==> config.mk <==
export PLATFORM = sky130hd
export DESIGN_NAME = requantize_channel_shuffle_flat
export DESIGN_NICKNAME = d
export VERILOG_FILES = /design/src/rtl/core/rqcs_pkg.sv /design/src/rtl/core/rqcs_in_if.sv /design/src/rtl/core/rqcs_out_if.sv /design/src/rtl/core/rqcs_cfg_if.sv /design/src/rtl/core/requantize_channel_shuffle.sv /design/src/flat_wrapper.sv
export SDC_FILE = /design/constraint.sdc
export NUM_CORES = 1
export LEC_CHECK = 0
export BUFFER_PORTS_ARGS = -buffer_cell sky130_fd_sc_hd__buf_2
export CORE_ASPECT_RATIO = 0.7
export CORE_MARGIN = 2
export CORE_UTILIZATION = 60
export DETAILED_ROUTE_END_ITERATION = 10
export GPL_TIMING_DRIVEN = 0
export PLACE_DENSITY = 0.78
export REMOVE_ABC_BUFFERS = 1
export SETUP_SLACK_MARGIN = 0.4
export SKIP_LAST_GASP = 1
export SYNTH_ARGS = -nofsm -noshare
export SYNTH_HDL_FRONTEND = slang
export SYNTH_SLANG_ARGS = --single-unit
==> constraint.sdc <==
create_clock -name clk_i -period 11.9 [get_ports clk_i]
set_input_delay 0.595 -clock clk_i [delete_from_list [all_inputs] [get_ports clk_i]]
set_output_delay 0.595 -clock clk_i [all_outputs]
set_load 0.02 [all_outputs]
==> src/rtl/core/rqcs_pkg.sv <==
`timescale 1ns / 1ps
// ----------------------------------------------------------------------------
// rqcs_pkg
// Shared widths, register codes and reset values for the requantizing
// channel shuffle.
// ----------------------------------------------------------------------------
package rqcs_pkg;

  localparam int unsigned ChanW   = 12;
  localparam int unsigned ValW    = 8;
  localparam int unsigned BiasW   = 9;
  localparam int unsigned GainW   = 24;
  localparam int unsigned CfgIdxW = 3;
  localparam int unsigned CfgDatW = 24;
  localparam int unsigned FracW   = 16;
  localparam int unsigned ProdW   = (BiasW) + GainW;

  localparam logic [GainW-1:0] GainReset = GainW'(65536);
  localparam logic [ValW-1:0]  ValMax    = {ValW{1'b1}};

  typedef enum logic [CfgIdxW-1:0] {
    REG_BIAS_A       = 3'd0,
    REG_BIAS_B       = 3'd1,
    REG_GAIN_A       = 3'd2,
    REG_GAIN_B       = 3'd3,
    REG_OUT_ZERO     = 3'd4,
    REG_SHUFFLE_MODE = 3'd5,
    REG_HALF_SPLIT   = 3'd6
  } rqcs_reg_e;

  typedef enum logic {
    SHUF_SPLIT      = 1'b0,
    SHUF_INTERLEAVE = 1'b1
  } rqcs_shuf_e;

endpackage

==> src/rtl/core/rqcs_in_if.sv <==
`timescale 1ns / 1ps
// ----------------------------------------------------------------------------
// rqcs_in_if
// Element input channel: source tensor, channel and uint8 value.
// ----------------------------------------------------------------------------
interface rqcs_in_if
  import rqcs_pkg::*;
();
  logic             valid;
  logic             ready;
  logic             source_sel;
  logic [ChanW-1:0] in_channel;
  logic [ValW-1:0]  in_value;

  modport source (output valid, source_sel, in_channel, in_value, input ready);
  modport sink   (input valid, source_sel, in_channel, in_value, output ready);
endinterface

==> src/rtl/core/rqcs_out_if.sv <==
`timescale 1ns / 1ps
// ----------------------------------------------------------------------------
// rqcs_out_if
// Result channel: destination tensor, channel and requantized value.
// ----------------------------------------------------------------------------
interface rqcs_out_if
  import rqcs_pkg::*;
();
  logic             valid;
  logic             ready;
  logic             dest_sel;
  logic [ChanW-1:0] dest_channel;
  logic [ValW-1:0]  out_value;

  modport source (output valid, dest_sel, dest_channel, out_value, input ready);
  modport sink   (input valid, dest_sel, dest_channel, out_value, output ready);
endinterface

==> src/rtl/core/rqcs_cfg_if.sv <==
`timescale 1ns / 1ps
// ----------------------------------------------------------------------------
// rqcs_cfg_if
// Register write channel: register index and write data.
// ----------------------------------------------------------------------------
interface rqcs_cfg_if
  import rqcs_pkg::*;
();
  logic               valid;
  logic               ready;
  logic [CfgIdxW-1:0] index;
  logic [CfgDatW-1:0] data;

  modport source (output valid, index, data, input ready);
  modport sink   (input valid, index, data, output ready);
endinterface

==> src/rtl/core/requantize_channel_shuffle.sv <==
`timescale 1ns / 1ps
// ----------------------------------------------------------------------------
// requantize_channel_shuffle
// Requantizes uint8 elements of two source tensors and maps each element's
// channel to a destination tensor and channel.
// ----------------------------------------------------------------------------
// Three-stage pipeline that takes one element and delivers one result per
// cycle while the output keeps accepting results (no backpressure). Stage
// one registers the element, stage two adds the source bias, takes the
// magnitude, multiplies it by the 24-bit gain (9x24 multiplier) and computes
// the destination channel, stage three rounds half away from zero, applies
// the output zero point and clamps to 0..255. Each stage moves on when the
// stage after it is empty or moving, so output backpressure stalls the
// pipeline without bubbles. Register writes are always accepted and take
// effect at once; write them only while no element is in flight.
module requantize_channel_shuffle
  import rqcs_pkg::*;
(
  input  logic       clk_i,
  input  logic       rst_ni,
  rqcs_cfg_if.sink   cfg_i,
  rqcs_in_if.sink    in_i,
  rqcs_out_if.source out_o
);

  // configuration registers
  logic signed [BiasW-1:0] bias_a_q, bias_b_q;
  logic [GainW-1:0]        gain_a_q, gain_b_q;
  logic [ValW-1:0]         out_zero_q;
  rqcs_shuf_e              shuffle_mode_q;
  logic [ChanW-1:0]        half_split_q;

  assign cfg_i.ready = 1'b1;

  always_ff @(posedge clk_i or negedge rst_ni) begin
    if (!rst_ni) begin
      bias_a_q       <= '0;
      bias_b_q       <= '0;
      gain_a_q       <= GainReset;
      gain_b_q       <= GainReset;
      out_zero_q     <= '0;
      shuffle_mode_q <= SHUF_SPLIT;
      half_split_q   <= '0;
    end else if (cfg_i.valid) begin
      unique case (rqcs_reg_e'(cfg_i.index))
        REG_BIAS_A:       bias_a_q       <= cfg_i.data[BiasW-1:0];
        REG_BIAS_B:       bias_b_q       <= cfg_i.data[BiasW-1:0];
        REG_GAIN_A:       gain_a_q       <= cfg_i.data[GainW-1:0];
        REG_GAIN_B:       gain_b_q       <= cfg_i.data[GainW-1:0];
        REG_OUT_ZERO:     out_zero_q     <= cfg_i.data[ValW-1:0];
        REG_SHUFFLE_MODE: shuffle_mode_q <= rqcs_shuf_e'(cfg_i.data[0]);
        REG_HALF_SPLIT:   half_split_q   <= cfg_i.data[ChanW-1:0];
        default: ;
      endcase
    end
  end

  // pipeline control
  logic a_valid_q, b_valid_q, c_valid_q;
  logic a_ready, b_ready, c_ready;

  assign c_ready    = !c_valid_q || out_o.ready;
  assign b_ready    = !b_valid_q || c_ready;
  assign a_ready    = !a_valid_q || b_ready;
  assign in_i.ready = a_ready;

  always_ff @(posedge clk_i or negedge rst_ni) begin
    if (!rst_ni) begin
      a_valid_q <= 1'b0;
      b_valid_q <= 1'b0;
      c_valid_q <= 1'b0;
    end else begin
      if (a_ready) a_valid_q <= in_i.valid;
      if (b_ready) b_valid_q <= a_valid_q;
      if (c_ready) c_valid_q <= b_valid_q;
    end
  end

  // stage one: input register
  logic             a_sel_q;
  logic [ChanW-1:0] a_ch_q;
  logic [ValW-1:0]  a_val_q;

  always_ff @(posedge clk_i) begin
    if (a_ready && in_i.valid) begin
      a_sel_q <= in_i.source_sel;
      a_ch_q  <= in_i.in_channel;
      a_val_q <= in_i.in_value;
    end
  end

  // stage two: bias, magnitude, multiply, channel mapping
  logic signed [BiasW-1:0] bias_sel;
  logic [GainW-1:0]        gain_sel;
  logic signed [BiasW:0]   b_sum;
  logic [BiasW:0]          b_abs;
  logic [ProdW-1:0]        b_prod_d;
  logic                    b_neg_d;
  logic [ChanW-1:0]        ch_diff;
  logic                    b_dsel_d;
  logic [ChanW-1:0]        b_dch_d;

  always_comb begin
    bias_sel = a_sel_q ? bias_b_q : bias_a_q;
    gain_sel = a_sel_q ? gain_b_q : gain_a_q;
    b_sum    = $signed({2'b00, a_val_q}) + $signed({bias_sel[BiasW-1], bias_sel});
    b_neg_d  = b_sum[BiasW];
    b_abs    = b_neg_d ? (BiasW+1)'(-b_sum) : b_sum;
    // magnitude is at most 510, so it fits the bias width unsigned
    b_prod_d = ProdW'(b_abs[BiasW-1:0]) * ProdW'(gain_sel);

    ch_diff = a_ch_q - half_split_q;
    if (shuffle_mode_q == SHUF_SPLIT) begin
      b_dsel_d = a_ch_q[0];
      b_dch_d  = (a_ch_q >> 1) + (a_sel_q ? half_split_q : '0);
    end else if (a_ch_q < half_split_q) begin
      b_dsel_d = 1'b0;
      b_dch_d  = {a_ch_q[ChanW-2:0], a_sel_q};
    end else begin
      b_dsel_d = 1'b1;
      b_dch_d  = {ch_diff[ChanW-2:0], a_sel_q};
    end
  end

  logic [ProdW-1:0] b_prod_q;
  logic             b_neg_q;
  logic             b_dsel_q;
  logic [ChanW-1:0] b_dch_q;

  always_ff @(posedge clk_i) begin
    if (b_ready && a_valid_q) begin
      b_prod_q <= b_prod_d;
      b_neg_q  <= b_neg_d;
      b_dsel_q <= b_dsel_d;
      b_dch_q  <= b_dch_d;
    end
  end

  // stage three: round, zero point, clamp
  localparam int unsigned RndW = ProdW + 1;
  localparam int unsigned MagW = RndW - FracW;

  logic [RndW-1:0] rnd;
  logic [MagW-1:0] rmag;
  logic [MagW:0]   pos_sum;
  logic [ValW-1:0] c_val_d;

  always_comb begin
    rnd     = RndW'(b_prod_q) + RndW'(1 << (FracW - 1));
    rmag    = rnd[RndW-1:FracW];
    pos_sum = (MagW+1)'(out_zero_q) + (MagW+1)'(rmag);
    if (b_neg_q) begin
      if (rmag > MagW'(out_zero_q)) c_val_d = '0;
      else                          c_val_d = out_zero_q - rmag[ValW-1:0];
    end else begin
      if (pos_sum > (MagW+1)'(ValMax)) c_val_d = ValMax;
      else                             c_val_d = pos_sum[ValW-1:0];
    end
  end

  logic             c_dsel_q;
  logic [ChanW-1:0] c_dch_q;
  logic [ValW-1:0]  c_val_q;

  always_ff @(posedge clk_i) begin
    if (c_ready && b_valid_q) begin
      c_dsel_q <= b_dsel_q;
      c_dch_q  <= b_dch_q;
      c_val_q  <= c_val_d;
    end
  end

  assign out_o.valid        = c_valid_q;
  assign out_o.dest_sel     = c_dsel_q;
  assign out_o.dest_channel = c_dch_q;
  assign out_o.out_value    = c_val_q;

`ifndef NO_ASSERTIONS
  // an empty output stage never blocks the input side
  a_ready_when_empty: assert property (@(posedge clk_i) disable iff (!rst_ni)
    !c_valid_q |-> in_i.ready)
    else $error("input stalled with empty output stage");

  // an input transfer always lands in stage one
  a_input_lands: assert property (@(posedge clk_i) disable iff (!rst_ni)
    in_i.valid && in_i.ready |=> a_valid_q)
    else $error("accepted element lost at stage one");

  // split mode routes by channel parity
  a_split_parity: assert property (@(posedge clk_i) disable iff (!rst_ni)
    b_ready && a_valid_q && shuffle_mode_q == SHUF_SPLIT
      |=> b_dsel_q == $past(a_ch_q[0]))
    else $error("split mode destination does not follow channel parity");

  // a negative biased value never rises above the zero point
  a_neg_below_zero: assert property (@(posedge clk_i) disable iff (!rst_ni)
    c_ready && b_valid_q && b_neg_q |=> c_val_q <= $past(out_zero_q))
    else $error("negative value requantized above zero point");
`endif

endmodule

==> src/flat_wrapper.sv <==
// flat-port wrapper written by rule: the top's interface ports become plain ports
module requantize_channel_shuffle_flat import rqcs_pkg::*;
  (clk_i, rst_ni, cfg_i_valid, cfg_i_index, cfg_i_data, cfg_i_ready, in_i_valid, in_i_source_sel, in_i_in_channel, in_i_in_value, in_i_ready, out_o_valid, out_o_dest_sel, out_o_dest_channel, out_o_out_value, out_o_ready);
  rqcs_cfg_if cfg_i_i ();
  rqcs_in_if in_i_i ();
  rqcs_out_if out_o_i ();
  input  logic clk_i;
  input  logic rst_ni;
  input wire logic [$bits(cfg_i_i.valid)-1:0] cfg_i_valid;
  input wire logic [$bits(cfg_i_i.index)-1:0] cfg_i_index;
  input wire logic [$bits(cfg_i_i.data)-1:0] cfg_i_data;
  output wire logic [$bits(cfg_i_i.ready)-1:0] cfg_i_ready;
  input wire logic [$bits(in_i_i.valid)-1:0] in_i_valid;
  input wire logic [$bits(in_i_i.source_sel)-1:0] in_i_source_sel;
  input wire logic [$bits(in_i_i.in_channel)-1:0] in_i_in_channel;
  input wire logic [$bits(in_i_i.in_value)-1:0] in_i_in_value;
  output wire logic [$bits(in_i_i.ready)-1:0] in_i_ready;
  output wire logic [$bits(out_o_i.valid)-1:0] out_o_valid;
  output wire logic [$bits(out_o_i.dest_sel)-1:0] out_o_dest_sel;
  output wire logic [$bits(out_o_i.dest_channel)-1:0] out_o_dest_channel;
  output wire logic [$bits(out_o_i.out_value)-1:0] out_o_out_value;
  input wire logic [$bits(out_o_i.ready)-1:0] out_o_ready;
  assign cfg_i_i.valid = cfg_i_valid;
  assign cfg_i_i.index = cfg_i_index;
  assign cfg_i_i.data = cfg_i_data;
  assign cfg_i_ready = cfg_i_i.ready;
  assign in_i_i.valid = in_i_valid;
  assign in_i_i.source_sel = in_i_source_sel;
  assign in_i_i.in_channel = in_i_in_channel;
  assign in_i_i.in_value = in_i_in_value;
  assign in_i_ready = in_i_i.ready;
  assign out_o_valid = out_o_i.valid;
  assign out_o_dest_sel = out_o_i.dest_sel;
  assign out_o_dest_channel = out_o_i.dest_channel;
  assign out_o_out_value = out_o_i.out_value;
  assign out_o_i.ready = out_o_ready;
  requantize_channel_shuffle u_core (.clk_i(clk_i), .rst_ni(rst_ni), .cfg_i(cfg_i_i), .in_i(in_i_i), .out_o(out_o_i));
endmodule
Word-level counts from Yosys, hierarchy flattened --
Cells that the tools add are included.
Cells by class: $mul 1, order comparisons 3, muxes and demuxes 11, reduce and logical (&&, ||, !) cells 17, eq/ne operators 6, $add $sub $neg 7
Operators by type and width (number):
- two-way mux 12 bit | 3
- adder 33 x 16 -> 34 bit, second input constant | 1
- multiplier 9 x 24 -> 33 bit | 1
- two-way mux 24 bit | 1
- two-way mux 8 bit | 3
- adder 8 x 18 -> 19 bit | 1
- > comparator 19 x 8 -> 1 bit, second input constant | 1
- > comparator 18 x 8 -> 1 bit | 1
- two-way mux 9 bit | 2
- AND reduction 2 bit | 7
- adder 11 x 12 -> 12 bit | 1
- less-than comparator 12 bit | 1
- subtractor 11 bit | 1
- adder 9 x 9 -> 10 bit | 1
- equality test 3 bit, second input constant | 3
- negator 9 bit | 1
- subtractor 8 bit | 1
- equality test 3 x 2 -> 1 bit, second input constant | 2
- equality test 3 x 1 -> 1 bit, second input constant | 1
- logical AND 1 bit | 3
- logical NOT 1 bit | 3
- logical NOT 3 bit | 1
- logical OR 1 bit | 3
- two-way mux 1 bit | 2
Word-level totals: flip-flop bits (word level) 179, output and inout port bits 24, logic and storage cells 65

Depth between registers and ports, before layout --
depth after elaboration 5, gate-level depth with buffers 34, gate-level depth less buffers 29

Worst setup path after synthesis --
No wires, ideal clock.
path kind reg-to-reg, from register u_core.a_sel_q, to register u_core.b_prod_q[26], data pin, slack 3.245 ns, arrival time 8.389 ns, stages on the path, launching flop included 33, period minus slack after synthesis 8.655 ns, cell sequence edfxtp_1 buf_2 buf_1 clkbuf_1 mux2_2 ha_1 fa_1 a21o_1 a21oi_2 xnor2_1 or2_1 or3_1 or4_1 a21oi_2 xor2_2 buf_4 nor2_1 fa_1 fa_1 fa_1 inv_1 fa_1 inv_1 ha_1 a21o_1 a21o_1 a221oi_1 nand4b_1 a311oi_1 a211oi_1 a31oi_1 o21ai_0 xor2_1
On the way: word-level cells in the longest chain between the ends 5, elaborated cells between the ends (all ways) 6
RTL lines:
- from (decl) | RTL line requantize_channel_shuffle.sv:80 | logic a_sel_q;
- from (signal assigned) | RTL line requantize_channel_shuffle.sv:86 | a_sel_q <= in_i.source_sel;
- two-way mux 9 bit | RTL line requantize_channel_shuffle.sv:104 | bias_sel = a_sel_q ? bias_b_q : bias_a_q;
- adder 9 x 9 -> 10 bit | RTL line requantize_channel_shuffle.sv:106 | b_sum = $signed({2'b00, a_val_q}) + $signed({bias_sel[BiasW-1], bias_sel});
- negator 9 bit | RTL line requantize_channel_shuffle.sv:108 | b_abs = b_neg_d ? (BiasW+1)'(-b_sum) : b_sum;
- two-way mux 9 bit | RTL line requantize_channel_shuffle.sv:108
- multiplier 9 x 24 -> 33 bit * | RTL line requantize_channel_shuffle.sv:110 | b_prod_d = ProdW'(b_abs[BiasW-1:0]) * ProdW'(gain_sel);
- via u_core.b_prod_d[26] | RTL line requantize_channel_shuffle.sv:97 | logic [ProdW-1:0] b_prod_d;
- to (signal assigned) | RTL line requantize_channel_shuffle.sv:132 | b_prod_q <= b_prod_d;
- to (decl) | RTL line requantize_channel_shuffle.sv:125 | logic [ProdW-1:0] b_prod_q;
Mark *: on every way through the listed nets, which the timed path passes. The rest lies on a longest branch. A chain may end at the register's enable or synchronous reset.

Worst setup path after layout --
Same ends and word-level chain as after synthesis.

==> reports/qor.yml <==
crit_slowest_cell: "xor2_2"
core.rowCount: 49
dp_hpwl_um: 27400
grt_pass1_wl_um: 59400
final_nets: 1920
crit_fanout: 24
relSlewSlack_pct: 13.7
synth.distinct_cells: 70
mappedNetlistArea_um2: 15500
synth_top_area_share_pct: 20.6
synth-seq-area-share_pct: 28.9
clk_path_buf_depth: 2
cts_made_buffers: 17
ys_dominant_reg_cell: "dfrtp_1"
synth_area_leaders: "fa_1 21%, edfxtp_1 14%, dfrtp_1 14%"
met1_usage_pct: 41.5
gp_congestion: 0.919
final_cell_mix: "211 x inv_1, 175 x nor2_1, 159 x fa_1"
met3_usage_pct: 5.90
first_pass_iters: 5
synthCells: 1546
yosysWarnings: 0
avgSynthCellArea_um2: 10.0
wl_per_cell_um: 18.1
r2r_setup_slack_ns: 1.52
routed_wl_um: 35200
min_period_ns: 10.38
hold_viol: 0
htreeDepth: 4
grt_usage_pct: 27.6
layout-drive-gt1-share_pct: 15.7
place_ws_ns: 1.85
cts_resized: 0
hold_buffers: 0
gr-usage-met2_pct: 41.4
die_height_um: 138
io_buffers: 75
drv_cap: 0
critPathLaunchType: "register"
drv_slew: 0
antennaDiodeCount: 0
layout_commonest_cell: "inv_1"
status: "finished clean"
crit_path_max_incr_delay_ns: 1.00
setup_ws_ns: 1.52
synth-edff-count: 74
die_w_um: 196
detail-route-antenna-nets: 0
grt_max_degree: 60
insertion_delay_ns: 0.44
tightest_slew_ns: 1.29
num_vias: 11400
fin_skew_ns: 0.0100
grt_pass1_vias: 11600
ys_ff_latch: 164
worstSetupEndpointType: "register"
setup_tns_ns: 0
rsz0062_at_grt: "no"
max_freq_ghz: 0.0963
path_clk_slew_ns: 0.07
busiest_layer: "met1"
start_util_pct: 60.7
antenna_found_initial: 0
finalSetupViolCount: 0
criticalPathCategory: "register to register"
gr-total-overflow: 0
arrival_ns: 10.55
clock-sinks: 164
drt-initial-drc-count: 872
viasPerCell: 5.84
die-area_um2: 27100
fillCellCount: 1975
pin_count: 77
cpMostUsedCell: "fa_1"
synthArstFlopShare_pct: 54.9
post-cts-setup-buffer-count: 0
hold_class: "input pin to asynchronous set/reset pin"
tritoncts: "yes"
drc_errors: 0
synth_largest_area_cell: "fa_1"
core_um2: 25500
cts_root_buf: "clkbuf_16"
fin_crit_sh_pct: 87.2
area_delta_synth_final_pct: 9.59
required_ns: 12.07
[path summary, 6_finish.rpt]
path                               startpoint                            to  cells past startpoint
max                            u_core.a_sel_q           u_core.b_prod_q[26]                     30
min                                    rst_ni           u_core.gain_a_q[23]                      1
max reg2reg                    u_core.a_sel_q           u_core.b_prod_q[26]                     30
min reg2reg                 u_core.b_dch_q[7]  u_core.out_o.dest_channel[7]                      0
max in group asynchronous              rst_ni        u_core.half_split_q[9]                      2
min in group clk_i         in_i_in_channel[7]              u_core.a_ch_q[7]                      1
[registers in the layout (all words and copies together), names as in the netlist, 8 cells and up]
register	flops
u_core.gain_a_q	24
u_core.gain_b_q	24
u_core.b_prod_q	18
u_core.a_ch_q	12
u_core.b_dch_q	12
u_core.half_split_q	12
u_core.out_o.dest_channel	12
u_core.bias_a_q	9
u_core.bias_b_q	9
u_core.a_val_q	8
u_core.out_o.out_value	8
u_core.out_zero_q	8
[critical path, delay by kind of cell, from the launching register on]
kind / cells / cell delay, ns
flip-flops: 1 / 0.77
AO/OA/AOI/OAI: 10 / 2.39
AND/OR/NAND/NOR: 5 / 1.49
adder cells (fa/ha/maj): 7 / 3.20
buffers and inverters: 4 / 0.54
multiplexers: 1 / 0.39
XOR/XNOR: 3 / 1.32
[layout make-up]
cell class	instances	area, µm²	share of cell area, %
repair buffers	87	584	3.44
clock inverters	9	101	0.597
well taps	331	414	2.44
inverters	211	792	4.67
flip-flops and latches	164	4480	26.4
clock buffers	23	522	3.07
multi-input cells	1122	10100	59.4
[Yosys cell counts, drive strengths merged (3+ instances only)]
cell	n
a41oi	3
a21o	32
a31oi	11
xnor2	40
a311oi	3
clkbuf	41
nand2	114
or2	5
fa	159
nor3b	6
buf	8
nand4b	4
nand3	19
nand2b	31
o31ai	3
or3	6
edfxtp	74
nand4	16
a21oi	60
nor3	16
nor2	175
nor4	3
and2	19
o21bai	9
inv	211
a211oi	3
mux2	111
xor2	23
mux2i	34
ha	105
dfrtp	88
nor2b	19
and3	11
o21a	4
o21ai	45
[through the flow]
stage | util, % | area (µm²) | hold WS, ns | cells
4_1_cts | 66.5 | 17000 | 0.0973 | 1947
3_5_place_dp | 64.0 | 16300 | 0.408 | 1915
6_report | 66.5 | 17000 | 0.0923 | 1947
5_1_grt | 66.5 | 17000 | 0.122 | 1947
2_1_floorplan | - | 15300 | 0.299 | 1497
3_3_place_gp | 63.0 | 16100 | 0.403 | 1903
[per-layer routing]
layer | wire [µm] | part of all wire [%]
met5 | 0 | 0
met2 | 15600 | 44
met1 | 16400 | 47
met3 | 2720 | 7.7
met4 | 444 | 1.3
[kinds of logic after synthesis]
| logic type | after synthesis | share of synthesized area, % |
|---|---|---|
| AO/OA/AOI/OAI | 199 | 8.26 |
| XOR/XNOR | 63 | 3.61 |
| adder cells (fa/ha/maj) | 264 | 29.0 |
| buffers and inverters | 260 | 6.42 |
| flip-flops | 164 | 28.9 |
| multiplexers | 145 | 10.3 |
| other | 1 | 0.0242 |
| AND/OR/NAND/NOR | 450 | 13.5 |
Power is left out: the tool's default activity adds up to more than one toggle a clock period on the data nets, which glitch-free logic cannot reach.
